$ cat config.mk
export PLATFORM = sky130hd
export DESIGN_NAME = bresenham_circle_rasterizer
export DESIGN_NICKNAME = d
export VERILOG_FILES = /design/src/bcr_pkg.sv /design/src/bcr_front.sv /design/src/bcr_queue.sv /design/src/bcr_back.sv /design/src/bresenham_circle_rasterizer.sv
export SDC_FILE = /design/constraint.sdc
export NUM_CORES = 1
export LEC_CHECK = 0
export BUFFER_PORTS_ARGS = -buffer_cell sky130_fd_sc_hd__buf_2
export CAP_MARGIN = 20
export CORE_MARGIN = 5
export CORE_UTILIZATION = 45
export DETAILED_ROUTE_END_ITERATION = 8
export SLEW_MARGIN = 20
export SYNTH_ARGS = -nofsm -noshare
export SYNTH_HDL_FRONTEND = slang
export SYNTH_SLANG_ARGS = --single-unit
$ cat constraint.sdc
create_clock -name i_clk -period 8.5 [get_ports i_clk]
set_clock_uncertainty 0.1 [all_clocks]
set_input_delay 0.425 -clock i_clk [delete_from_list [all_inputs] [get_ports i_clk]]
set_output_delay 0.425 -clock i_clk [all_outputs]
set_load 0.01 [all_outputs]
$ cat src/bcr_pkg.sv
// ----------------------------------------------------------------------------
// bcr_pkg
// Types and constants shared by the circle rasterizer modules.
// ----------------------------------------------------------------------------
package bcr_pkg;

    localparam int COORD_WIDTH = 10;
    localparam int CIN_W       = 10;
    localparam int RAD_W       = 9;
    localparam int PIX_W       = 12;
    localparam int OX_W        = 10;
    localparam int OY_W        = 11;
    localparam int DEC_W       = 14;
    localparam int IDX_W       = 3;
    localparam int QUEUE_DEPTH = 2;
    localparam int QPTR_W      = $clog2(QUEUE_DEPTH);

    localparam logic MODE_START = 1'b0;
    localparam logic MODE_STEP  = 1'b1;

    localparam logic [IDX_W-1:0] IDX_LAST = 3'd7;

    localparam logic [DEC_W-1:0] DEC_INIT  = 14'd3;
    localparam logic [DEC_W-1:0] STEP_DIAG = 14'd10;
    localparam logic [DEC_W-1:0] STEP_AXIS = 14'd6;

    typedef struct packed {
        logic             mode;
        logic [CIN_W-1:0] centre_x;
        logic [CIN_W-1:0] centre_y;
        logic [RAD_W-1:0] radius;
    } t_in_item;

    typedef struct packed {
        logic signed [PIX_W-1:0] pixel_x;
        logic signed [PIX_W-1:0] pixel_y;
        logic                    group_last;
        logic                    circle_done;
    } t_out_item;

    // one symmetric group as handed from front to back
    typedef struct packed {
        logic [PIX_W-1:0] cx;
        logic [PIX_W-1:0] cy;
        logic [OX_W-1:0]  x;
        logic [OY_W-1:0]  y;
        logic             done;
    } t_group;

endpackage

$ cat src/bcr_front.sv
// ----------------------------------------------------------------------------
// bcr_front
// Takes start/step requests, advances the midpoint state, pushes one group
// descriptor per start or active step.
// ----------------------------------------------------------------------------
module bcr_front import bcr_pkg::*; #(
    parameter int COORD_W = COORD_WIDTH
) (
    input  logic     i_clk,
    input  logic     i_rst_n,
    input  logic     i_in_valid,
    input  t_in_item i_in_data,
    input  logic     i_q_full,
    output logic     o_in_stall,
    output logic     o_push,
    output t_group   o_group
);

    logic [OX_W-1:0]    r_offset_x, n_offset_x;
    logic [OY_W-1:0]    r_offset_y, n_offset_y;
    logic [DEC_W-1:0]   r_decision, n_decision;
    logic [COORD_W-1:0] r_centre_x, n_centre_x;
    logic [COORD_W-1:0] r_centre_y, n_centre_y;
    logic               r_active, n_active;

    logic                       accept;
    logic                       is_start;
    logic [COORD_W+CIN_W-1:0]   cin_x_ext, cin_y_ext;
    logic [COORD_W+PIX_W-1:0]   cpix_x_ext, cpix_y_ext;
    logic [OX_W-1:0]            x_inc;
    logic [OY_W-1:0]            y_dec, y_step;
    logic [DEC_W-1:0]           x14, y14, d_diag, d_axis, r14;
    logic                       dec_pos;
    logic                       step_done;
    logic                       group_done;

    assign o_in_stall = i_q_full;
    assign accept     = i_in_valid && !i_q_full;
    assign is_start   = (i_in_data.mode == MODE_START);

    // centre resized to the stored width
    assign cin_x_ext = {{COORD_W{1'b0}}, i_in_data.centre_x};
    assign cin_y_ext = {{COORD_W{1'b0}}, i_in_data.centre_y};

    // step arithmetic
    assign x_inc   = r_offset_x + 1'b1;
    assign y_dec   = r_offset_y - 1'b1;
    assign dec_pos = !r_decision[DEC_W-1] && (r_decision != '0);
    assign y_step  = dec_pos ? y_dec : r_offset_y;
    assign x14     = {{(DEC_W-OX_W){1'b0}}, x_inc};
    assign y14     = {{(DEC_W-OY_W){y_dec[OY_W-1]}}, y_dec};
    assign d_diag  = r_decision + ((x14 - y14) << 2) + STEP_DIAG;
    assign d_axis  = r_decision + (x14 << 2) + STEP_AXIS;
    assign r14     = {{(DEC_W-RAD_W){1'b0}}, i_in_data.radius};
    assign step_done = $signed({y_step[OY_W-1], y_step})
                     < $signed({{(PIX_W-OX_W){1'b0}}, x_inc});

    // next state
    always_comb begin
        n_offset_x = r_offset_x;
        n_offset_y = r_offset_y;
        n_decision = r_decision;
        n_centre_x = r_centre_x;
        n_centre_y = r_centre_y;
        n_active   = r_active;
        o_push     = 1'b0;
        group_done = 1'b0;
        if (accept) begin
            if (is_start) begin
                n_centre_x = cin_x_ext[COORD_W-1:0];
                n_centre_y = cin_y_ext[COORD_W-1:0];
                n_offset_x = '0;
                n_offset_y = {{(OY_W-RAD_W){1'b0}}, i_in_data.radius};
                n_decision = DEC_INIT - (r14 << 1);
                n_active   = 1'b1;
                o_push     = 1'b1;
            end else if (r_active) begin
                n_offset_x = x_inc;
                n_offset_y = y_step;
                n_decision = dec_pos ? d_diag : d_axis;
                n_active   = !step_done;
                o_push     = 1'b1;
                group_done = step_done;
            end
        end
    end

    // group descriptor from the updated state
    assign cpix_x_ext   = {{PIX_W{1'b0}}, n_centre_x};
    assign cpix_y_ext   = {{PIX_W{1'b0}}, n_centre_y};
    assign o_group.cx   = cpix_x_ext[PIX_W-1:0];
    assign o_group.cy   = cpix_y_ext[PIX_W-1:0];
    assign o_group.x    = n_offset_x;
    assign o_group.y    = n_offset_y;
    assign o_group.done = group_done;

    always_ff @(posedge i_clk) begin
        if (!i_rst_n) begin
            r_offset_x <= '0;
            r_offset_y <= '0;
            r_decision <= '0;
            r_centre_x <= '0;
            r_centre_y <= '0;
            r_active   <= 1'b0;
        end else begin
            r_offset_x <= n_offset_x;
            r_offset_y <= n_offset_y;
            r_decision <= n_decision;
            r_centre_x <= n_centre_x;
            r_centre_y <= n_centre_y;
            r_active   <= n_active;
        end
    end

endmodule

$ cat src/bcr_queue.sv
// ----------------------------------------------------------------------------
// bcr_queue
// Small FIFO of group descriptors between front and back.
// ----------------------------------------------------------------------------
module bcr_queue import bcr_pkg::*; (
    input  logic   i_clk,
    input  logic   i_rst_n,
    input  logic   i_push,
    input  t_group i_group,
    input  logic   i_pop,
    output logic   o_full,
    output logic   o_empty,
    output t_group o_group
);

    t_group            r_mem [QUEUE_DEPTH];
    logic [QPTR_W-1:0] r_wr_ptr, n_wr_ptr;
    logic [QPTR_W-1:0] r_rd_ptr, n_rd_ptr;
    logic [QPTR_W:0]   r_count, n_count;
    logic              do_push, do_pop;

    assign o_full  = (r_count == QUEUE_DEPTH[QPTR_W:0]);
    assign o_empty = (r_count == '0);
    assign do_push = i_push && !o_full;
    assign do_pop  = i_pop && !o_empty;
    assign o_group = r_mem[r_rd_ptr];

    // pointer and fill bookkeeping
    always_comb begin
        n_wr_ptr = do_push ? r_wr_ptr + 1'b1 : r_wr_ptr;
        n_rd_ptr = do_pop ? r_rd_ptr + 1'b1 : r_rd_ptr;
        n_count  = r_count;
        if (do_push && !do_pop) begin
            n_count = r_count + 1'b1;
        end else if (do_pop && !do_push) begin
            n_count = r_count - 1'b1;
        end
    end

    always_ff @(posedge i_clk) begin
        if (do_push) begin
            r_mem[r_wr_ptr] <= i_group;
        end
    end

    always_ff @(posedge i_clk) begin
        if (!i_rst_n) begin
            r_wr_ptr <= '0;
            r_rd_ptr <= '0;
            r_count  <= '0;
        end else begin
            r_wr_ptr <= n_wr_ptr;
            r_rd_ptr <= n_rd_ptr;
            r_count  <= n_count;
        end
    end

endmodule

$ cat src/bcr_back.sv
// ----------------------------------------------------------------------------
// bcr_back
// Walks the eight symmetric pixels of each queued group into the output
// register, one pixel per cycle while a group waits and no stall holds.
// ----------------------------------------------------------------------------
module bcr_back import bcr_pkg::*; (
    input  logic      i_clk,
    input  logic      i_rst_n,
    input  logic      i_q_empty,
    input  t_group    i_group,
    output logic      o_pop,
    output logic      o_out_valid,
    input  logic      i_out_stall,
    output t_out_item o_out_data
);

    logic [IDX_W-1:0] r_idx, n_idx;
    logic             r_out_valid, n_out_valid;
    t_out_item        r_out_data;

    logic             load;
    logic [PIX_W-1:0] x12, y12, kx, ky, px, py;

    assign load = !i_q_empty && (!r_out_valid || !i_out_stall);
    assign o_pop = load && (r_idx == IDX_LAST);

    // pixel select: bit 2 swaps the axes, bits 0 and 1 negate
    assign x12 = {{(PIX_W-OX_W){1'b0}}, i_group.x};
    assign y12 = {{(PIX_W-OY_W){i_group.y[OY_W-1]}}, i_group.y};
    assign kx  = r_idx[2] ? y12 : x12;
    assign ky  = r_idx[2] ? x12 : y12;
    assign px  = r_idx[0] ? i_group.cx - kx : i_group.cx + kx;
    assign py  = r_idx[1] ? i_group.cy - ky : i_group.cy + ky;

    // control next values
    always_comb begin
        n_idx       = r_idx;
        n_out_valid = r_out_valid;
        if (load) begin
            n_idx       = r_idx + 1'b1;
            n_out_valid = 1'b1;
        end else if (!i_out_stall) begin
            n_out_valid = 1'b0;
        end
    end

    always_ff @(posedge i_clk) begin
        if (!i_rst_n) begin
            r_idx       <= '0;
            r_out_valid <= 1'b0;
        end else begin
            r_idx       <= n_idx;
            r_out_valid <= n_out_valid;
        end
    end

    // output payload register
    always_ff @(posedge i_clk) begin
        if (load) begin
            r_out_data.pixel_x     <= $signed(px);
            r_out_data.pixel_y     <= $signed(py);
            r_out_data.group_last  <= (r_idx == IDX_LAST);
            r_out_data.circle_done <= i_group.done;
        end
    end

    assign o_out_valid = r_out_valid;
    assign o_out_data  = r_out_data;

endmodule

$ cat src/bresenham_circle_rasterizer.sv
// ----------------------------------------------------------------------------
// bresenham_circle_rasterizer
// Midpoint circle generator giving eight symmetric pixels per point.
// ----------------------------------------------------------------------------
// Input channel (i_in_valid / o_in_stall / i_in_data): a start request
// (mode 0) loads centre and radius and yields the first group; a step
// request (mode 1) advances one point along the octant and yields its group.
// A step while no circle is active is taken and yields nothing.
// Output channel (o_out_valid / i_out_stall / o_out_data): one pixel per
// transfer, eight per group, group_last on the eighth, circle_done on all
// eight of the group that finishes the circle.
// The single pixel output port limits how fast start and active step
// requests can be served; a step while idle yields no pixels.
// With the back idle, the first pixel of a group passes through the queue
// and then the output register before it is valid.
// The front updates the circle state on each accepted request, and a
// two-group queue lets it take requests while the back is still emitting.
// When the receiver stalls, the current pixel holds; once the queue fills,
// o_in_stall rises. Reset clears the circle state to idle, empties the
// queue and drops o_out_valid.
// ----------------------------------------------------------------------------
module bresenham_circle_rasterizer import bcr_pkg::*; #(
    parameter int COORD_W = COORD_WIDTH
) (
    input  logic      i_clk,
    input  logic      i_rst_n,
    input  logic      i_in_valid,
    output logic      o_in_stall,
    input  t_in_item  i_in_data,
    output logic      o_out_valid,
    input  logic      i_out_stall,
    output t_out_item o_out_data
);

    logic   q_push, q_pop, q_full, q_empty;
    t_group front_group, back_group;

    bcr_front #(
        .COORD_W (COORD_W)
    ) u_front (
        .i_clk      (i_clk),
        .i_rst_n    (i_rst_n),
        .i_in_valid (i_in_valid),
        .i_in_data  (i_in_data),
        .i_q_full   (q_full),
        .o_in_stall (o_in_stall),
        .o_push     (q_push),
        .o_group    (front_group)
    );

    bcr_queue u_queue (
        .i_clk   (i_clk),
        .i_rst_n (i_rst_n),
        .i_push  (q_push),
        .i_group (front_group),
        .i_pop   (q_pop),
        .o_full  (q_full),
        .o_empty (q_empty),
        .o_group (back_group)
    );

    bcr_back u_back (
        .i_clk       (i_clk),
        .i_rst_n     (i_rst_n),
        .i_q_empty   (q_empty),
        .i_group     (back_group),
        .o_pop       (q_pop),
        .o_out_valid (o_out_valid),
        .i_out_stall (i_out_stall),
        .o_out_data  (o_out_data)
    );

endmodule

* Word level (Yosys, flattened, before mapping)
Memory sizes are Yosys's and may differ from the RTL's. A register that Yosys moved wholly into a read port is not among the register bits.
Cells that the tools add are included.
** Word-level totals
- Output and inout port bits :: 28
- Input port bits :: 34
- Bits in writable memories :: 84
- Word-level logic and storage cells :: 93
- Register bits after elaboration :: 90
- Memories kept :: 1
** Operators by class
- Equality and inequality tests :: 4
- Mux-type cells :: 34
- $lt $le $gt $ge :: 1
- Reductions and logical operators :: 21
- Add/sub/neg operators :: 17
** Memories
- u_queue.r_mem :: words 2, bits a word 42, read ports 1, clocked after Yosys merged registers in 1, write ports 1, RTL line bcr_queue.sv:16 : t_group r_mem [QUEUE_DEPTH];
** Operators with widths (number)
- $mux W10 :: 7
- $mux W12 :: 4
- $mux W11 :: 4
- $mux W14 :: 3
- $add A12 B12 Y12 :: 2
- $sub A12 B12 Y12 :: 2
- $add A14 B12 Y14 :: 1
- $add A14 B14 Y14 :: 1
- $add A14 B3 Y14 const B :: 1
- $add A14 B4 Y14 const B :: 1
- $mux W1 :: 14
- $reduce_bool A14 Y1 :: 1
- $sub A11 B11 Y12 :: 1
- $lt A11 B11 Y1 :: 1
- $sub A11 B1 Y11 const B :: 1
- $sub A2 B10 Y11 const A :: 1
- $add A10 B1 Y10 const B :: 1
- $logic_and A1 B1 Y1 :: 8
- $logic_not A1 Y1 :: 8
- $mux W2 :: 2
- $ne A2 B1 Y1 const B :: 2
- $add A3 B1 Y3 const B :: 1
- $eq A3 B3 Y1 const B :: 1
- $add A1 B1 Y1 const B :: 2
- other kinds (7) :: 7

* Logic depth before layout (Yosys ltp)
- Depth after elaboration :: 9
- Gate-level depth with buffers :: 19
- Gate-level depth less buffers :: 19

* Hierarchy
Synthesis repeated with hierarchy kept, for this count alone.
** Unflattened totals
- Cell total of the unflattened synthesis :: 1117
- Area, all modules :: 11410.9 µm²
** By module, submodules not included
- bcr_front :: seq. area each 1121.1 µm², cells an instance 656, times used 1, area each 5031.1 µm²
- bcr_queue :: seq. area each 2862.7 µm², cells an instance 168, times used 1, area each 3549.7 µm²
- bcr_back :: seq. area each 860.8 µm², cells an instance 293, times used 1, area each 2830.2 µm²

* Least setup slack after synthesis
No wires, ideal clock.
- Path kind :: register to register
- Start :: register u_front.r_offset_y[0]
- End :: register u_front.r_decision[13]
- Buffers on the path :: 0
- Cell stages (with the launch flop) :: 19
- Arrival :: 3949 ps
- Period minus slack after synthesis :: 4123 ps
- Data required time :: 8326 ps
- Library setup time :: 74 ps
- Setup slack :: 4377 ps
- Cells stage by stage :: dfxtp_1 -> inv_1 -> ha_1 -> or4b_4 -> or2_2 -> xor2_1 -> ha_1 -> or4_1 -> o21ai_0 -> o21bai_1 -> a21oi_1 -> xnor2_1 -> ha_1 -> ha_1 -> or3_1 -> o21ai_0 -> xnor2_1 -> nand3_1 -> a31oi_1
** Between the ends
- Word-level cells in the longest chain between the ends :: 7
** Ends and longest elaborated chain
- start: declaration :: RTL line bcr_front.sv:20 : logic [OY_W-1:0] r_offset_y, n_offset_y;
- start signal: assignment :: RTL line bcr_front.sv:107 : r_offset_y <= n_offset_y;
- $sub A11 B1 Y11 :: RTL line bcr_front.sv:47 : assign y_dec = r_offset_y - 1'b1;
- $sub A11 B11 Y12 :: RTL line bcr_front.sv:52 : assign d_diag = r_decision + ((x14 - y14) << 2) + STEP_DIAG;
- $add A14 B14 Y14 :: RTL line bcr_front.sv:52
- $add A14 B4 Y14 :: RTL line bcr_front.sv:52
- $mux W14 :: RTL line bcr_front.sv:80 : n_decision = dec_pos ? d_diag : d_axis;
- $mux W14 :: RTL line bcr_front.sv:77 : end else if (r_active) begin
- $mux W14 :: RTL line bcr_front.sv:69 : if (is_start) begin
- end signal: assignment :: RTL line bcr_front.sv:108 : r_decision <= n_decision;
- end: declaration :: RTL line bcr_front.sv:21 : logic [DEC_W-1:0] r_decision, n_decision;
No other way between the ends. The select of a mux whose other input is x is not followed.
A chain may end at the register's enable or synchronous reset.

* Final worst setup path
Ends and elaborated chain as after synthesis.

==> results.json <==
{
  "reg2reg_depth": 18,
  "status": "finished clean",
  "seq_power_share": 0.386,
  "pwr-share-comb": 0.324,
  "p_sw_uw": 937,
  "post-route-util": 0.510,
  "drt-total-wl_um": 24200,
  "cts_setup_buffers": 0,
  "setup_viol": 0,
  "ys_seq_elements": 175,
  "finalHoldViolCount": 0,
  "synth.top_cells.by_count": "nand2_1 (122), edfxtp_1 (110), ha_1 (91), xnor2_1 (71), dfxtp_1 (65)",
  "io_pins": 62,
  "first_pass_iters": 5,
  "pwr-share-clk": 0.289,
  "leakage_uw": 0.00491,
  "synth_fp_nets": 1183,
  "synth_warnings": 0,
  "grt_pass1_wl_um": 39300,
  "yosysSeqAreaShare": 0.426,
  "synthMostInstantiatedCell": "nand2_1",
  "intPower_uw": 1810,
  "start_kind": "flop",
  "synth_area_um2": 10800,
  "htree_levels": 4,
  "setup-tns-final_ns": 0,
  "wire_per_inst_um": 16.9,
  "die_h_um": 165,
  "cts_buffer_depth": 2,
  "synth_largest_area_cell": "edfxtp_1",
  "ctsResizeCount": 0,
  "crit_path_end_kind": "flop",
  "hold_buffers": 0,
  "arrival_ns": 4.79,
  "portBuffers": 61,
  "whs_ns": 0.179,
  "n_antenna_cell": 0,
  "fillers": 2187,
  "ir_drop_uv": 118,
  "crit_path_cell_trace": "inv_1 > ha_1 > or4b_4 > or2_2 > xor2_1 > ha_1 > or4_1 > o21ai_0 > o21bai_1 > a21oi_1 > xnor2_1 > ha_1 > ha_1 > or3_1 > o21ai_0 > xnor2_1 > nand3_1 > a31oi_1",
  "crit_family": "simple AND/OR/NAND/NOR gates",
  "overflow": 0,
  "clkTransAtPathRegs_ns": 0.08,
  "core-area_um2": 23500,
  "die_x_um": 165,
  "dieArea_um2": 27200,
  "via_count": 7653,
  "antenna_found_initial": 0,
  "fin_nets": 1230,
  "std_cell_rows": 56,
  "worst_ep_required_time_ns": 8.77,
  "synth_top_area_share": 0.306,
  "synth_flop_cell": "edfxtp_1",
  "max_slew.worst_pin.slew_ns": 1.00,
  "synth_edf_count": 110,
  "drt_iter0_markers": 346,
  "p_sw_frac": 0.341,
  "power_uw": 2750,
  "async_reset_ff_frac": 0,
  "max_cap_viol_count": 0,
  "avgViaCountPerCell": 5.34,
  "cts_sinks": 175,
  "min_period_over_period": 0.533,
  "p_per_area_nw_per_um2": 229,
  "ys_types": 68,
  "path_common_cell": "ha_1",
  "synth_cells": 1053,
  "critPathKind": "reg2reg",
  "slew_headroom": 0.329,
  "critPathBufInv": 1,
  "synth_area_leaders": "edfxtp_1 (31%), dfxtp_1 (12%), ha_1 (11%)",
  "dp_hpwl_um": 17600,
  "cts-buffers-inserted": 17,
  "grtUsageTotal": 0.185,
  "cts_tree": "yes",
  "syn2layout_area_growth_pct": 11.2,
  "synth.avg_cell_area_um2": 10.3,
  "path_max_fanout": 5,
  "grt_setup_unrepaired": "no",
  "finalMaxSlewViolations": 0,
  "holdPathStages": 3,
  "cts_root_buf": "clkbuf_16",
  "start_util": 0.459,
  "worstSetupPathDepth": 18,
  "fin_crit_ns": 4.53,
  "clock_latency_ns": 0.44,
  "worstHoldPathType": "in2reg",
  "drive_gt1_frac": 0.146,
  "gp_congestion": 0.830,
  "grt_pass1_vias": 7550,
  "drc": 0,
  "clock.fmax_mhz": 221,
  "grt_max_degree": 67,
  "worst_path_largest_cell_delay_ns": 0.51,
  "ant_nets": 0,
  "slowest_stage": "or4b_4"
}
[power groups by stage]
stage,clock [uW],combinational [uW],sequential [uW]
3_5_place_dp,0,892,1080
4_1_cts,813,898,1060
2_1_floorplan,0,681,1080
3_3_place_gp,0,884,1080
5_1_grt,847,1010,1070
6_report,795,892,1060
[path summary, 6_finish.rpt]
kind	from	to	slack (ns)
setup / recovery	u_front.r_offset_y[0]$_SDFF_PN0_	u_front.r_decision[13]$_SDFFE_PN0P_	3.97
hold / removal	i_out_stall	u_back.o_out_valid$_SDFFE_PN0P_	0.18
setup reg to reg	u_front.r_offset_y[0]$_SDFF_PN0_	u_front.r_decision[13]$_SDFFE_PN0P_	3.97
hold reg to reg	u_front.r_decision[0]$_SDFFE_PN0P_	u_front.r_decision[0]$_SDFFE_PN0P_	0.38
[placed cells by master (no fill, tap or decap), drive strengths merged, types with 17 or more instances in the layout]
| cell | count |
|---|---|
| a21oi | 63 |
| and2 | 53 |
| buf | 69 |
| clkbuf | 17 |
| dfxtp | 65 |
| edfxtp | 110 |
| ha | 91 |
| inv | 57 |
| mux2 | 22 |
| mux2i | 17 |
| nand2 | 122 |
| nor2 | 49 |
| nor3 | 19 |
| o21ai | 53 |
| xnor2 | 71 |
| xor2 | 29 |
[metrics by stage]
stage          area, um2  setup slack (ns)  std cells
2_1_floorplan      10800              4.38       1053
3_3_place_gp       11400              4.07       1400
3_5_place_dp       11400              4.03       1400
4_1_cts            12000              3.99       1432
5_1_grt            12000              3.61       1432
6_report           12000              3.97       1432
[worst min-delay path: stages]
cell      delay [ns]
buf_2           0.12
nand2_1         0.06
a21boi_0        0.06
[cell families after synthesis]
| kind of cell | after synthesis | synth area share |
|---|---|---|
| AND/OR/NAND/NOR | 328 | 0.151 |
| AO/OA/AOI/OAI | 209 | 0.120 |
| flip-flops | 175 | 0.426 |
| XOR/XNOR | 100 | 0.0810 |
| adder cells (fa/ha/maj) | 96 | 0.115 |
| buffers and inverters | 90 | 0.0361 |
| multiplexers | 55 | 0.0720 |
[layout make-up]
class	count	area, um2	share of cell area
clock buffers	17	425	0.0354
multi-input cells	788	5850	0.487
clock inverters	15	186	0.0155
well taps	319	399	0.0332
repair buffers	69	365	0.0304
inverters	49	184	0.0153
flip-flops and latches	175	4610	0.383
[state kept, by name, summed over array words and instances (netlist names), named ones only]
signal	count
u_front.r_centre_y	10
u_front.r_decision	14
u_front.r_offset_y	11
u_front.r_centre_x	10
u_queue.r_wr_ptr	1
u_queue.r_rd_ptr	1
u_queue.r_count	2
u_back.r_idx	3
u_queue.r_mem	84
u_back.o_out_data	26
u_front.r_offset_x	10
u_back.o_out_valid	1
u_front.r_active	1
[metal layers]
layer / GRT usage / part of all wire
met1: 0.248 / 0.47
met2: 0.310 / 0.48
met3: 0.0270 / 0.032
met4: 0.0575 / 0.015
met5: 0 / 0
No activity file was read; power rests on OpenSTA's default activity.
